===== src/hw/rtl/acc_pkg.sv =====
package acc_pkg;

    localparam int NUM_ALARMS_DEF = 3;

    localparam int PADDR_W = 3;
    localparam int PDATA_W = 32;
    localparam logic REG_VIEW_PERIOD = 1'b0;
    localparam logic [7:0] VIEW_PERIOD_RST = 8'd25;

    localparam logic [2:0] CMD_NONE  = 3'd0;
    localparam logic [2:0] CMD_MODE  = 3'd1;
    localparam logic [2:0] CMD_ADD   = 3'd2;
    localparam logic [2:0] CMD_MINUS = 3'd3;
    localparam logic [2:0] CMD_OK    = 3'd4;

    localparam int MODE_VIEW = 0;
    localparam int MODE_HOUR = 1;
    localparam int MODE_MIN  = 2;
    localparam int MODE_SEC  = 3;
    localparam int MODE_ALM0 = 4;

    localparam logic [1:0] FLD_HOUR = 2'd0;
    localparam logic [1:0] FLD_MIN  = 2'd1;
    localparam logic [1:0] FLD_EN   = 2'd2;

    localparam logic [6:0] HOUR_LIM = 7'd24;
    localparam logic [6:0] MIN_LIM  = 7'd60;

    typedef struct packed {
        logic [2:0] cmd;
        logic [4:0] rtc_hour;
        logic [5:0] rtc_minute;
        logic [5:0] rtc_second;
    } t_in_word;

    typedef struct packed {
        logic [4:0] cur_hour;
        logic [5:0] cur_minute;
        logic [5:0] cur_second;
        logic [3:0] edit_state;
        logic       alarm_active;
        logic       rtc_store;
        logic [1:0] shown_alarm;
        logic [4:0] shown_alarm_hour;
        logic [5:0] shown_alarm_minute;
        logic       shown_alarm_on;
    } t_out_word;

    typedef struct packed {
        logic       adj;
        logic       up;
        logic [1:0] fld;
    } t_alm_edit;

    typedef struct packed {
        logic [4:0] hour;
        logic [5:0] minute;
        logic       on;
    } t_alm_view;

    // step up or down modulo lim; held value may be out of range, so subtract either lim or twice lim
    function automatic logic [5:0] wrap_step(logic [5:0] v, logic [6:0] lim, logic up);
        logic [7:0] x;
        x = up ? ({2'b00, v} + 8'd1) : ({2'b00, v} + {1'b0, lim} - 8'd1);
        if (x >= {lim, 1'b0}) begin
            x = x - {lim, 1'b0};
        end else if (x >= {1'b0, lim}) begin
            x = x - {1'b0, lim};
        end
        return x[5:0];
    endfunction

    function automatic logic [4:0] alarm_hour_init(int i);
        logic [4:0] h;
        case (i)
            0: h = 5'd7;
            1: h = 5'd12;
            2: h = 5'd18;
            default: h = 5'd0;
        endcase
        return h;
    endfunction

endpackage


===== src/hw/rtl/alarm_clock_controller_top.sv =====
// Channel   Direction  Valid        Stall        Word
// input     in         i_in_valid   o_in_stall   i_in_word  (t_in_word)
// output    out        o_out_valid  i_out_stall  o_out_word (t_out_word)
// config    in         psel/penable pready (=1)  paddr, pwdata, prdata
//
// One word per cycle unless the output stalls; a word moves on once the output register is free or being emptied.
// The whole pass is one combinational step from the input register to the output register.
// Reset is synchronous, active low; there is no clearing pass.
// An output stall holds the output register; the input register still takes a word
// while it is empty or the output register is free or being emptied.
module alarm_clock_controller_top
    import acc_pkg::*;
#(
    parameter int NUM_ALARMS = NUM_ALARMS_DEF
) (
    input  logic               i_clk,
    input  logic               i_rst_n,
    input  logic               i_in_valid,
    output logic               o_in_stall,
    input  t_in_word           i_in_word,
    output logic               o_out_valid,
    input  logic               i_out_stall,
    output t_out_word          o_out_word,
    input  logic               psel,
    input  logic               penable,
    input  logic               pwrite,
    input  logic [PADDR_W-1:0] paddr,
    input  logic [PDATA_W-1:0] pwdata,
    output logic [PDATA_W-1:0] prdata,
    output logic               pready
);

    logic       r_view_period;
    logic [7:0] r_period;
    logic       r_in_vld;
    t_in_word   r_in;
    logic       r_out_vld;
    t_out_word  r_out;
    t_out_word  res;
    logic       adv;
    logic       step;
    logic       reg_sel;

    assign reg_sel = (paddr[PADDR_W-1] == REG_VIEW_PERIOD);
    assign pready  = 1'b1;
    assign prdata  = reg_sel ? {{(PDATA_W-8){1'b0}}, r_period} : '0;

    // r_view_period marks that the register has been written since reset
    always_ff @(posedge i_clk) begin
        if (!i_rst_n) begin
            r_period      <= VIEW_PERIOD_RST;
            r_view_period <= 1'b0;
        end else if (psel && penable && pwrite && pready && reg_sel) begin
            r_period      <= pwdata[7:0];
            r_view_period <= 1'b1;
        end
    end

    assign adv        = !r_out_vld || !i_out_stall;
    assign step       = r_in_vld && adv;
    assign o_in_stall = r_in_vld && !adv;

    always_ff @(posedge i_clk) begin
        if (!i_rst_n) begin
            r_in_vld <= 1'b0;
        end else if (!o_in_stall) begin
            r_in_vld <= i_in_valid;
        end
    end

    always_ff @(posedge i_clk) begin
        if (!o_in_stall && i_in_valid) begin
            r_in <= i_in_word;
        end
    end

    acc_core #(
        .NUM_ALARMS (NUM_ALARMS)
    ) u_core (
        .i_clk         (i_clk),
        .i_rst_n       (i_rst_n),
        .i_step        (step),
        .i_word        (r_in),
        .i_view_period (r_period),
        .o_res         (res)
    );

    always_ff @(posedge i_clk) begin
        if (!i_rst_n) begin
            r_out_vld <= 1'b0;
        end else if (adv) begin
            r_out_vld <= r_in_vld;
        end
    end

    always_ff @(posedge i_clk) begin
        if (step) begin
            r_out <= res;
        end
    end

    assign o_out_valid = r_out_vld;
    assign o_out_word  = r_out;

    a_period_reset: assert property (@(posedge i_clk) disable iff (!i_rst_n)
        !r_view_period |-> (r_period == VIEW_PERIOD_RST))
        else $error("view period changed without a write");

    a_no_drop: assert property (@(posedge i_clk) disable iff (!i_rst_n)
        (r_out_vld && i_out_stall) |=> (r_out_vld && $stable(r_out)))
        else $error("stalled output word lost or changed");

    a_in_hold: assert property (@(posedge i_clk) disable iff (!i_rst_n)
        o_in_stall |=> (r_in_vld && $stable(r_in)))
        else $error("input word lost while stalled");

endmodule


===== src/hw/rtl/acc_alarm_bank.sv =====
module acc_alarm_bank
    import acc_pkg::*;
#(
    parameter int NUM_ALARMS = NUM_ALARMS_DEF,
    parameter int IDX_W      = 1
) (
    input  logic             i_clk,
    input  logic             i_rst_n,
    input  logic             i_step,
    input  t_alm_edit        i_edit,
    input  logic [IDX_W-1:0] i_sel,
    input  logic [4:0]       i_hour,
    input  logic [5:0]       i_minute,
    input  logic [IDX_W-1:0] i_show,
    output logic             o_hit,
    output t_alm_view        o_view
);

    logic [4:0] r_hour [NUM_ALARMS];
    logic [5:0] r_min  [NUM_ALARMS];
    logic       r_en   [NUM_ALARMS];
    logic [4:0] n_hour [NUM_ALARMS];
    logic [5:0] n_min  [NUM_ALARMS];
    logic       n_en   [NUM_ALARMS];

    always_comb begin
        o_hit = 1'b0;
        for (int i = 0; i < NUM_ALARMS; i++) begin
            n_hour[i] = r_hour[i];
            n_min[i]  = r_min[i];
            n_en[i]   = r_en[i];
            if (i_edit.adj && (i_sel == IDX_W'(i))) begin
                case (i_edit.fld)
                    FLD_HOUR: n_hour[i] = 5'(wrap_step({1'b0, r_hour[i]}, HOUR_LIM, i_edit.up));
                    FLD_MIN:  n_min[i]  = wrap_step(r_min[i], MIN_LIM, i_edit.up);
                    FLD_EN:   n_en[i]   = ~r_en[i];
                    default:  ;
                endcase
            end
            if (n_en[i] && (n_hour[i] == i_hour) && (n_min[i] == i_minute)) begin
                o_hit = 1'b1;
            end
        end
    end

    always_comb begin
        o_view.hour   = n_hour[i_show];
        o_view.minute = n_min[i_show];
        o_view.on     = n_en[i_show];
    end

    always_ff @(posedge i_clk) begin
        if (!i_rst_n) begin
            for (int i = 0; i < NUM_ALARMS; i++) begin
                r_hour[i] <= alarm_hour_init(i);
                r_min[i]  <= 6'd0;
                r_en[i]   <= (i == 0);
            end
        end else if (i_step) begin
            for (int i = 0; i < NUM_ALARMS; i++) begin
                r_hour[i] <= n_hour[i];
                r_min[i]  <= n_min[i];
                r_en[i]   <= n_en[i];
            end
        end
    end

endmodule


===== src/hw/rtl/acc_core.sv =====
module acc_core
    import acc_pkg::*;
#(
    parameter int NUM_ALARMS = NUM_ALARMS_DEF
) (
    input  logic       i_clk,
    input  logic       i_rst_n,
    input  logic       i_step,
    input  t_in_word   i_word,
    input  logic [7:0] i_view_period,
    output t_out_word  o_res
);

    localparam int IDX_W  = (NUM_ALARMS > 1) ? $clog2(NUM_ALARMS) : 1;
    localparam int MODE_W = $clog2(3 * NUM_ALARMS + 4);
    localparam logic [MODE_W-1:0] M_VIEW = MODE_W'(MODE_VIEW);
    localparam logic [MODE_W-1:0] M_HOUR = MODE_W'(MODE_HOUR);
    localparam logic [MODE_W-1:0] M_MIN  = MODE_W'(MODE_MIN);
    localparam logic [MODE_W-1:0] M_SEC  = MODE_W'(MODE_SEC);
    localparam logic [MODE_W-1:0] M_ALM0 = MODE_W'(MODE_ALM0);
    localparam logic [MODE_W-1:0] M_LAST = MODE_W'(3 * NUM_ALARMS + 3);
    localparam logic [IDX_W:0]    N_ALM  = (IDX_W + 1)'(NUM_ALARMS);

    logic [4:0]        r_hour, n_hour;
    logic [5:0]        r_min, n_min;
    logic [5:0]        r_sec, n_sec;
    logic [MODE_W-1:0] r_mode, n_mode;
    logic [IDX_W-1:0]  r_sel, n_sel;
    logic [1:0]        r_fld, n_fld;
    logic              r_ring, n_ring;
    logic              r_lm_vld, n_lm_vld;
    logic [4:0]        r_lm_hour, n_lm_hour;
    logic [5:0]        r_lm_min, n_lm_min;
    logic [IDX_W-1:0]  r_view_idx, n_view_idx;
    logic [7:0]        r_view_cnt, n_view_cnt;

    logic             load;
    logic             store;
    logic             up;
    logic             hit;
    logic             ring_kept;
    logic [IDX_W:0]   idx_inc;
    logic [IDX_W-1:0] shown;
    t_alm_edit        edit;
    t_alm_view        view;

    acc_alarm_bank #(
        .NUM_ALARMS (NUM_ALARMS),
        .IDX_W      (IDX_W)
    ) u_bank (
        .i_clk    (i_clk),
        .i_rst_n  (i_rst_n),
        .i_step   (i_step),
        .i_edit   (edit),
        .i_sel    (r_sel),
        .i_hour   (n_hour),
        .i_minute (n_min),
        .i_show   (shown),
        .o_hit    (hit),
        .o_view   (view)
    );

    always_comb begin
        load      = (r_mode == M_VIEW) || (r_mode >= M_ALM0);
        n_hour    = load ? i_word.rtc_hour   : r_hour;
        n_min     = load ? i_word.rtc_minute : r_min;
        n_sec     = load ? i_word.rtc_second : r_sec;
        n_mode    = r_mode;
        n_sel     = r_sel;
        n_fld     = r_fld;
        ring_kept = r_ring;
        store     = 1'b0;
        up        = (i_word.cmd == CMD_ADD);
        edit      = '0;

        case (i_word.cmd)
            CMD_OK: begin
                ring_kept = 1'b0;
                if (r_mode != M_VIEW) begin
                    n_mode = M_VIEW;
                    store  = 1'b1;
                end
            end
            CMD_MODE: begin
                if ((r_mode == M_VIEW) || (r_mode == M_LAST)) begin
                    n_mode = M_HOUR;
                end else begin
                    n_mode = r_mode + 1'b1;
                    if (r_mode == M_SEC) begin
                        store = 1'b1;
                        n_sel = '0;
                        n_fld = FLD_HOUR;
                    end else if (r_mode >= M_ALM0) begin
                        if (r_fld == FLD_EN) begin
                            n_fld = FLD_HOUR;
                            n_sel = r_sel + 1'b1;
                        end else begin
                            n_fld = r_fld + 2'd1;
                        end
                    end
                end
            end
            CMD_ADD, CMD_MINUS: begin
                if (r_mode == M_HOUR) begin
                    n_hour = 5'(wrap_step({1'b0, n_hour}, HOUR_LIM, up));
                end else if (r_mode == M_MIN) begin
                    n_min = wrap_step(n_min, MIN_LIM, up);
                end else if (r_mode == M_SEC) begin
                    n_sec = wrap_step(n_sec, MIN_LIM, up);
                end else if (r_mode >= M_ALM0) begin
                    edit.adj = 1'b1;
                    edit.up  = up;
                    edit.fld = r_fld;
                end
            end
            default: ;
        endcase
    end

    always_comb begin
        // ring once per hour:minute
        n_ring    = ring_kept;
        n_lm_vld  = r_lm_vld;
        n_lm_hour = r_lm_hour;
        n_lm_min  = r_lm_min;
        if (!n_ring && hit &&
            !(r_lm_vld && (r_lm_hour == n_hour) && (r_lm_min == n_min))) begin
            n_ring    = 1'b1;
            n_lm_vld  = 1'b1;
            n_lm_hour = n_hour;
            n_lm_min  = n_min;
        end

        idx_inc    = {1'b0, r_view_idx} + 1'b1;
        n_view_idx = r_view_idx;
        n_view_cnt = 8'd0;
        if (n_mode == M_VIEW) begin
            n_view_cnt = r_view_cnt + 8'd1;
            if (n_view_cnt >= i_view_period) begin
                n_view_cnt = 8'd0;
                n_view_idx = (idx_inc >= N_ALM) ? '0 : idx_inc[IDX_W-1:0];
            end
        end else if (n_mode >= M_ALM0) begin
            n_view_idx = n_sel;
        end

        shown = ({1'b0, n_view_idx} >= N_ALM) ? '0 : n_view_idx;
    end

    always_comb begin
        o_res.cur_hour           = n_hour;
        o_res.cur_minute         = n_min;
        o_res.cur_second         = n_sec;
        o_res.edit_state         = 4'(n_mode);
        o_res.alarm_active       = n_ring;
        o_res.rtc_store          = store;
        o_res.shown_alarm        = 2'(shown);
        o_res.shown_alarm_hour   = view.hour;
        o_res.shown_alarm_minute = view.minute;
        o_res.shown_alarm_on     = view.on;
    end

    always_ff @(posedge i_clk) begin
        if (!i_rst_n) begin
            r_hour     <= '0;
            r_min      <= '0;
            r_sec      <= '0;
            r_mode     <= M_VIEW;
            r_sel      <= '0;
            r_fld      <= FLD_HOUR;
            r_ring     <= 1'b0;
            r_lm_vld   <= 1'b0;
            r_lm_hour  <= '0;
            r_lm_min   <= '0;
            r_view_idx <= '0;
            r_view_cnt <= '0;
        end else if (i_step) begin
            r_hour     <= n_hour;
            r_min      <= n_min;
            r_sec      <= n_sec;
            r_mode     <= n_mode;
            r_sel      <= n_sel;
            r_fld      <= n_fld;
            r_ring     <= n_ring;
            r_lm_vld   <= n_lm_vld;
            r_lm_hour  <= n_lm_hour;
            r_lm_min   <= n_lm_min;
            r_view_idx <= n_view_idx;
            r_view_cnt <= n_view_cnt;
        end
    end

    a_mode_range: assert property (@(posedge i_clk) disable iff (!i_rst_n)
        r_mode <= M_LAST)
        else $error("edit mode beyond last alarm field");

    a_edit_shows_sel: assert property (@(posedge i_clk) disable iff (!i_rst_n)
        (r_mode >= M_ALM0) |-> (r_view_idx == r_sel))
        else $error("shown alarm differs from alarm under edit");

    a_store_from_edit: assert property (@(posedge i_clk) disable iff (!i_rst_n)
        (i_step && o_res.rtc_store) |-> (r_mode != M_VIEW))
        else $error("store request raised from view mode");

    a_ring_has_match: assert property (@(posedge i_clk) disable iff (!i_rst_n)
        r_ring |-> r_lm_vld)
        else $error("ringing without a recorded match");

endmodule


===== config.mk =====
export PLATFORM = sky130hd
export DESIGN_NAME = alarm_clock_controller_top
export DESIGN_NICKNAME = d
export VERILOG_FILES = /design/src/hw/rtl/acc_pkg.sv /design/src/hw/rtl/alarm_clock_controller_top.sv /design/src/hw/rtl/acc_alarm_bank.sv /design/src/hw/rtl/acc_core.sv
export SDC_FILE = /design/constraint.sdc
export NUM_CORES = 1
export LEC_CHECK = 0
export ABC_AREA = 0
export BUFFER_PORTS_ARGS = -buffer_cell sky130_fd_sc_hd__buf_4
export CAP_MARGIN = 15
export CORE_ASPECT_RATIO = 0.75
export CORE_UTILIZATION = 46
export CTS_CLUSTER_SIZE = 28
export DETAILED_ROUTE_END_ITERATION = 12
export PLACE_DENSITY = 0.65
export SETUP_SLACK_MARGIN = 0.2
export SKIP_CTS_REPAIR_TIMING = 1
export SLEW_MARGIN = 10
export SYNTH_ARGS = -nofsm -noshare
export SYNTH_HDL_FRONTEND = slang
export SYNTH_SLANG_ARGS = --single-unit

===== constraint.sdc =====
create_clock -name i_clk -period 6.33 [get_ports i_clk]
set_clock_uncertainty 0.2 [all_clocks]
set_input_delay 0.3165 -clock i_clk [delete_from_list [all_inputs] [get_ports i_clk]]
set_output_delay 0.3165 -clock i_clk [all_outputs]
set_load 0.1 [all_outputs]

==> impl_metrics.csv, run 1 <==
group,metric,value,unit
sta,relSlewSlack,25.4,%
yosys,ys_seq_elements,151,
hold_path,hold_start,"i_rst_n",
sta,tns,0,ns
die,io-pin-count,134,
yosys,syn_area,0.0119,mm^2
finish,n_fill_cell,2281,
critical_path,path_max_fanout,12,
die,initial_core_util,47.3,%
global_route,grt_max_degree,55,
yosys,synth_ff_type,"edfxtp_1",
critical_path,cp.required,6.46,ns
yosys,yosysTopAreaCell,"edfxtp_1",
global_route,grt_pass1_vias,9142,
yosys,synthArstFlopShare,0,%
drt,drt-initial-drc-count,911,
sta,slew_violations,0,
die,core_area,0.0252,mm^2
power_and_ir_drop,power.leakage,5.33,nW
die,die-width,188,um
finish,nets,1570,
power_and_ir_drop,internal-power,2.00,mW
global_route,antenna_found_initial,0,
sta,tightest_slew,1.11,ns
cts,worstSkewPairLatency,0.44,ns
finish,seq_area,0.00395,mm^2
yosys,synth_top_area_share,23.4,%
finish,diodes,0,
finish,final_core_util,54.4,%
finish,multiInputGateArea,0.00729,mm^2
hold_path,min_path_cells,2,
power_and_ir_drop,p_comb_share,32.3,%
power_and_ir_drop,switching_power,1.15,mW
drt,post_drt_wl_per_cell,18.0,um
yosys,synthCells,1346,
power_and_ir_drop,swShare,36.6,%
cts,cts_buffer_depth,2,
cts,h-tree-depth,4,
place,gp_congestion,0.891,
place,dpl.hpwl,23400,um
yosys,synth_seq_area_share,33.2,%
critical_path,r2r_cells,20,
drt,vias_per_cell,5.80,
sta,min_period,5.69,ns
power_and_ir_drop,vdd_ir_drop_max,0.204,mV
drt,drt-total-wl,32300,um
critical_path,r2r-start,"u_core.r_mode[0]",
sta,fmax,0.176,GHz
drt,drc,0,
power_and_ir_drop,power_density,229,mW/mm^2
critical_path,worstSetupPathType,"reg2reg",
sta,post-route-period-util,89.8,%
sta,whs,0.0372,ns
cts,cts-buffers-inserted,17,
yosys,synth_edf_count,93,
drt,dr.pass1.iters,5,
critical_path,rrSetupSlack,0.64,ns
status,status,"complete, no violations",
hold_path,hp-class,"in2reg",
hold_path,holdPathEnd,"r_period[0]",
global_route,grt_pass1_wl,50100,um
die,dieArea,0.0266,mm^2
cts,clkSinkCount,151,
power_and_ir_drop,p_clk_share,31.3,%
sta,hold_viol,0,
yosys,syn_avg_cell_area,8.85,um^2
sta,finalSetupViolCount,0,
place,port_buffers,82,
yosys,ys_warn_count,0,
critical_path,r2r_end,"u_core.r_lm_vld",
global_route,grtUsageTotal,23.9,%
die,die_y,141,um
cts,clock-root-buffer,"clkbuf_16",
power_and_ir_drop,p_seq_share,36.4,%
critical_path,startpoint_type,"register",
drt,vias,10400,
finish,area_growth,15.2,%
yosys,ys_types,103,
critical_path,arrival,5.81,ns
drt,ant_nets,0,
global_route,grt_overflow_total,0,
sta,rsz0062_at_grt,"false",
yosys,synth_area_leaders,"edfxtp_1 23%, dfxtp_1 9.7%, ha_1 6.6%",
critical_path,crit_path_end_kind,"register",
finish,drive_gt1_share,14.3,%
run,drv_cap,0,
cts,cts_tree,"yes",
die,row_count,50,
cts,path_clk_slew,0.07,ns
per-layer routing:
metal | part of all wire (%) | global-route usage [%] | routed length, um | vias up
li1 | - | - | - | 5062
met1 | 50 | 36.4 | 16200 | 4994
met2 | 42 | 34.5 | 13700 | 319
met3 | 6.1 | 4.16 | 1990 | 33
met4 | 1.2 | 6.12 | 391 | 0
met5 | 0 | 0 | 0 | -
critical path, stage by stage (launching register included):
cell and delay (ns):
dfxtp_1 0.43, inv_1 0.11, ha_1 0.23, or3_4 0.45, mux2i_2 0.36, ha_1 0.33, xnor2_1 0.17, a21oi_2 0.35
ha_1 0.21, inv_1 0.05, nor3_1 0.35, nand2b_1 0.17, o221ai_1 0.15, a2111oi_4 0.61, buf_4 0.24, xnor2_1 0.08
or4b_1 0.49, o21ai_2 0.17, a21oi_4 0.05, buf_12 0.17, o21a_1 0.16
power by group through the flow:
stage                     Sequential, mW  Combinational (mW)  Clock [mW]
after floorplan                     1.25               0.691           0
after global placement              1.16               0.975           0
after detailed placement            1.16               0.986           0
after CTS                           1.14               0.992        1.00
after global routing                1.15                1.10        1.05
final                               1.14                1.02       0.985
area by class of cell:
type	instances	area share, %
inverter	77	2.11
sequential	151	28.8
clock inverter	9	0.483
timing repair buffer	148	8.82
clock buffer	23	3.56
multi-input combinational	1050	53.1
tap	338	3.08
cell usage in the layout (no fill, tap or decap), drive strengths merged, types with 10 or more instances in the layout:
cell type / netlist / routed
nand2: 144 / 144
buf: 49 / 118
nor2: 113 / 113
edfxtp: 93 / 93
inv: 76 / 80
xnor2: 79 / 79
ha: 63 / 63
dfxtp: 58 / 58
mux2i: 54 / 54
a21oi: 53 / 53
o21ai: 43 / 43
nor3: 42 / 42
nand3: 31 / 31
dlygate4sd3: 0 / 30
xor2: 28 / 28
conb: 2 / 25
and2: 23 / 23
clkbuf: 42 / 23
o211ai: 20 / 20
a211oi: 18 / 18
nor2b: 17 / 17
nand2b: 16 / 16
a31oi: 16 / 16
nor4: 15 / 15
and3: 14 / 14
nor3b: 13 / 13
a21o: 12 / 12
or3: 12 / 12
a221oi: 11 / 11
o21a: 10 / 10
a22oi: 10 / 10
sequential cells by signal, indices dropped and copies added (netlist names):
signal / count
u_core.r_mode: 4
o_out_valid: 1
u_core.u_bank.r_hour: 15
u_core.u_bank.r_min: 18
r_period: 8
u_core.r_hour: 5
u_core.r_view_idx: 2
r_in: 20
u_core.u_bank.r_en: 3
u_core.r_lm_vld: 1
u_core.r_sec: 6
r_in_vld: 1
u_core.r_lm_min: 6
u_core.r_ring: 1
u_core.r_min: 6
u_core.r_fld: 2
u_core.r_lm_hour: 5
u_core.r_sel: 2
u_core.r_view_cnt: 8
o_out_word: 37
stage by stage:
stage	setup WS, ns	area, um^2	cells	power (mW)
floorplan	1.01	12000	1369	1.94
finish	0.643	13700	1796	3.15
CTS	0.453	13400	1765	3.14
global route	0.395	13700	1796	3.29
global placement	0.613	12800	1733	2.14
detailed placement	0.510	12800	1733	2.15
worst max-delay path by stage:
stage / slack (ns) / endpoint / cells after the start / start
2_1_floorplan: 1.01 / u_core.r_lm_vld / 24 / u_core.r_mode[0]
3_3_place_gp: 0.61 / u_core.r_lm_min[0] / 19 / u_core.r_mode[0]
3_5_place_dp: 0.51 / u_core.r_lm_min[1] / 19 / u_core.r_mode[0]
4_1_cts: 0.45 / u_core.r_lm_min[2] / 19 / u_core.r_mode[0]
5_1_grt: 0.39 / u_core.r_lm_vld / 20 / u_core.r_mode[0]
6_report: 0.64 / u_core.r_lm_vld / 20 / u_core.r_mode[0]
cell usage after synthesis (all sizes together), types with 20 or more instances:
master    n
nor3     42
a21oi    53
nand3    31
dfxtp    58
clkbuf   42
buf      49
xor2     28
nand2   144
xnor2    79
edfxtp   93
nor2    113
mux2i    54
inv      76
o211ai   20
and2     23
o21ai    43
ha       63
cells by family (layout without fill, tap and decap cells):
kind of cell             count (synthesis)  in the layout  share of synthesized area (%)
flip-flops                             151            151                           33.2
XOR/XNOR                               107            107                           7.99
AND/OR/NAND/NOR                        491            491                           21.0
AO/OA/AOI/OAI                          305            305                           19.3
adder cells (fa/ha/maj)                 63             63                           6.62
other                                    2             25                         0.0630
buffers and inverters                  168            257                           6.62
multiplexers                            59             59                           5.23
No activity file was read; power rests on OpenSTA's default activity.
==> run 2, diff against run 1 <==
--- a/config.mk
+++ b/config.mk
@@ -12,6 +12,7 @@
 export CORE_UTILIZATION = 46
 export CTS_CLUSTER_SIZE = 28
 export DETAILED_ROUTE_END_ITERATION = 12
+export GPL_ROUTABILITY_DRIVEN = 0
 export PLACE_DENSITY = 0.65
 export SETUP_SLACK_MARGIN = 0.2
 export SKIP_CTS_REPAIR_TIMING = 1
==> constraint.sdc (replaced) <==
create_clock -name i_clk -period 6.6 [get_ports i_clk]
set_clock_uncertainty 0.2 [all_clocks]
set_input_delay 0.66 -clock i_clk [delete_from_list [all_inputs] [get_ports i_clk]]
set_output_delay 0.66 -clock i_clk [all_outputs]
set_load 0.1 [all_outputs]
==> run 2 against run 1 <==
Flip-flop and latch count unchanged. Sequential power down 4%. Total power down 4.6%. Via count about the same. Highest routed layer is now met5.
==> impl_metrics.csv, run 2 (synthesized netlist as in run 1, its figures left out) <==
group,metric,value,unit
drt,post_drt_wl_per_cell,18.2,um
critical_path,r2r_cells,21,
drt,vias_per_cell,5.91,
sta,min_period,5.87,ns
place,port_buffers,82,
die,die_y,141,um
sta,fmax,0.170,GHz
drt,dr.pass1.iters,5,
drt,vias,10400,
place,dpl.hpwl,23000,um
cts,cts_buffer_depth,2,
drt,drt-total-wl,32100,um
die,initial_core_util,47.3,%
cts,worstSkewPairLatency,0.45,ns
finish,final_cell_mix,"144 x nand2_1, 112 x nor2_1, 108 x buf_4",
critical_path,startpoint,"u_core.r_mode[0]",
critical_path,cp.required,6.74,ns
sta,hold_viol,0,
drt,drc,0,
power_and_ir_drop,power_density,225,mW/mm^2
critical_path,startpoint_type,"register",
critical_path,rrSetupSlack,0.73,ns
power_and_ir_drop,vdd_ir_drop_max,0.203,mV
global_route,grt_pass1_wl,50600,um
die,core_area,0.0252,mm^2
power_and_ir_drop,power.leakage,5.17,nW
critical_path,crit_path_end_kind,"register",
global_route,grt_pass1_vias,9297,
finish,final_core_util,53.0,%
finish,drive_gt1_share,14.1,%
critical_path,r2r-start,"u_core.r_mode[0]",
critical_path,path_max_fanout,15,
cts,clkSinkCount,151,
global_route,grtUsageTotal,24.2,%
critical_path,arrival,6.01,ns
finish,largest_reg_flops,37,
drt,drt-initial-drc-count,902,
place,dp_cells,1725,
finish,nets,1533,
global_route,grt_max_degree,57,
critical_path,cpPeakStageDelay,0.64,ns
critical_path,timing.critical_path.mode_cell,"ha_1",
critical_path,worstSetupPathType,"reg2reg",
sta,finalSetupViolCount,0,
sta,tightest_slew,1.04,ns
sta,tns,0,ns
sta,setup_slack,0.730,ns
cts,h-tree-depth,4,
run,drv_cap,0,
cts,path_clk_slew,0.07,ns
sta,rsz0062_at_grt,"false",
die,dieArea,0.0266,mm^2
place,pre_cts_ws,0.622,ns
finish,area_growth,12.1,%
critical_path,critPathCapture,"u_core.r_lm_vld",
sta,relSlewSlack,29.9,%
cts,cts_tree,"yes",
critical_path,cp_cell_sequence,"inv_1 -> ha_1 -> or3_1 -> buf_4 -> mux2i_2 -> ha_1 -> xnor2_1 -> a21oi_2 -> ha_1 -> inv_1 -> nor3_1 -> nand2b_1 -> o221ai_1 -> a2111oi_4 -> buf_4 -> xnor2_1 -> or4b_1 -> o21ai_2 -> a21oi_4 -> buf_12 -> o21a_1",
sta,slew_violations,0,
finish,stdcell_count,1760,
critical_path,cp_slowest_cell,"a2111oi_4",
finish,final_common_cell,"nand2_1",
global_route,grt_overflow_total,0,
global_route,antenna_found_initial,2,
cts,cts-buffers-inserted,17,
die,row_count,50,
cts,clock-root-buffer,"clkbuf_16",
hold_path,hp-class,"in2reg",
drt,ant_nets,0,
critical_path,r2r_end,"u_core.r_lm_vld",
die,die-width,188,um
die,io-pin-count,134,
sta,post-route-period-util,88.9,%
status,status,"complete, no violations",
[run 2: metrics by stage]
step | power (mW) | hold slack (ns) | area (um^2)
global route | 3.13 | 0.174 | 13400
finish | 3.00 | 0.184 | 13400
detailed placement | 2.06 | 0.249 | 12800
global placement | 2.04 | 0.243 | 12800
floorplan | 1.86 | 0.232 | 12000
CTS | 3.00 | 0.176 | 13300
[run 2: worst max-delay path, delay by kind of cell, from the launching register on]
kind | cells | cell delay (ns)
fa+ha+maj | 3 | 0.73
mux | 1 | 0.27
xor+xnor | 2 | 0.25
simple gates | 4 | 1.49
flops | 1 | 0.43
buf+inv | 5 | 0.85
compound gates | 6 | 1.53
[run 2: where the power goes]
group	total (mW)	switching, mW	internal [mW]
clock network	0.949	0.449	0.500
logic	0.954	0.635	0.318
registers	1.10	0.0457	1.05
total	3.00	1.13	1.87
[run 2: cell type report]
type                       instances  area [um^2]
antenna                            1         2.50
clock buffer                      18          439
clock inverter                    14          109
fill                            2290        11900
inverter                          77          289
multi-input combinational       1050         7280
sequential                       151         3950
tap                              338          423
timing repair buffer             111          858
[run 2: layer usage]
| metal | GRT usage (%) | vias up | routed length, um |
|---|---|---|---|
| li1 | - | 4996 | - |
| met1 | 36.2 | 4957 | 15600 |
| met2 | 34.5 | 408 | 13400 |
| met3 | 5.17 | 37 | 2680 |
| met4 | 6.93 | 2 | 328 |
| met5 | 0 | - | 9 |
[run 2: worst min path at each step]
| stage | startpoint | to | slack (ns) | cells past startpoint |
|---|---|---|---|---|
| finish | i_in_word[5] | r_in[5] | 0.18 | 1 |
| global route | i_in_word[9] | r_in[9] | 0.17 | 1 |
| CTS | i_in_word[9] | r_in[9] | 0.18 | 1 |
| detailed placement | u_core.r_sec[2] | u_core.r_sec[2] | 0.25 | 2 |
| global placement | u_core.r_sec[0] | u_core.r_sec[0] | 0.24 | 2 |
| floorplan | u_core.r_sec[2] | u_core.r_sec[2] | 0.23 | 2 |
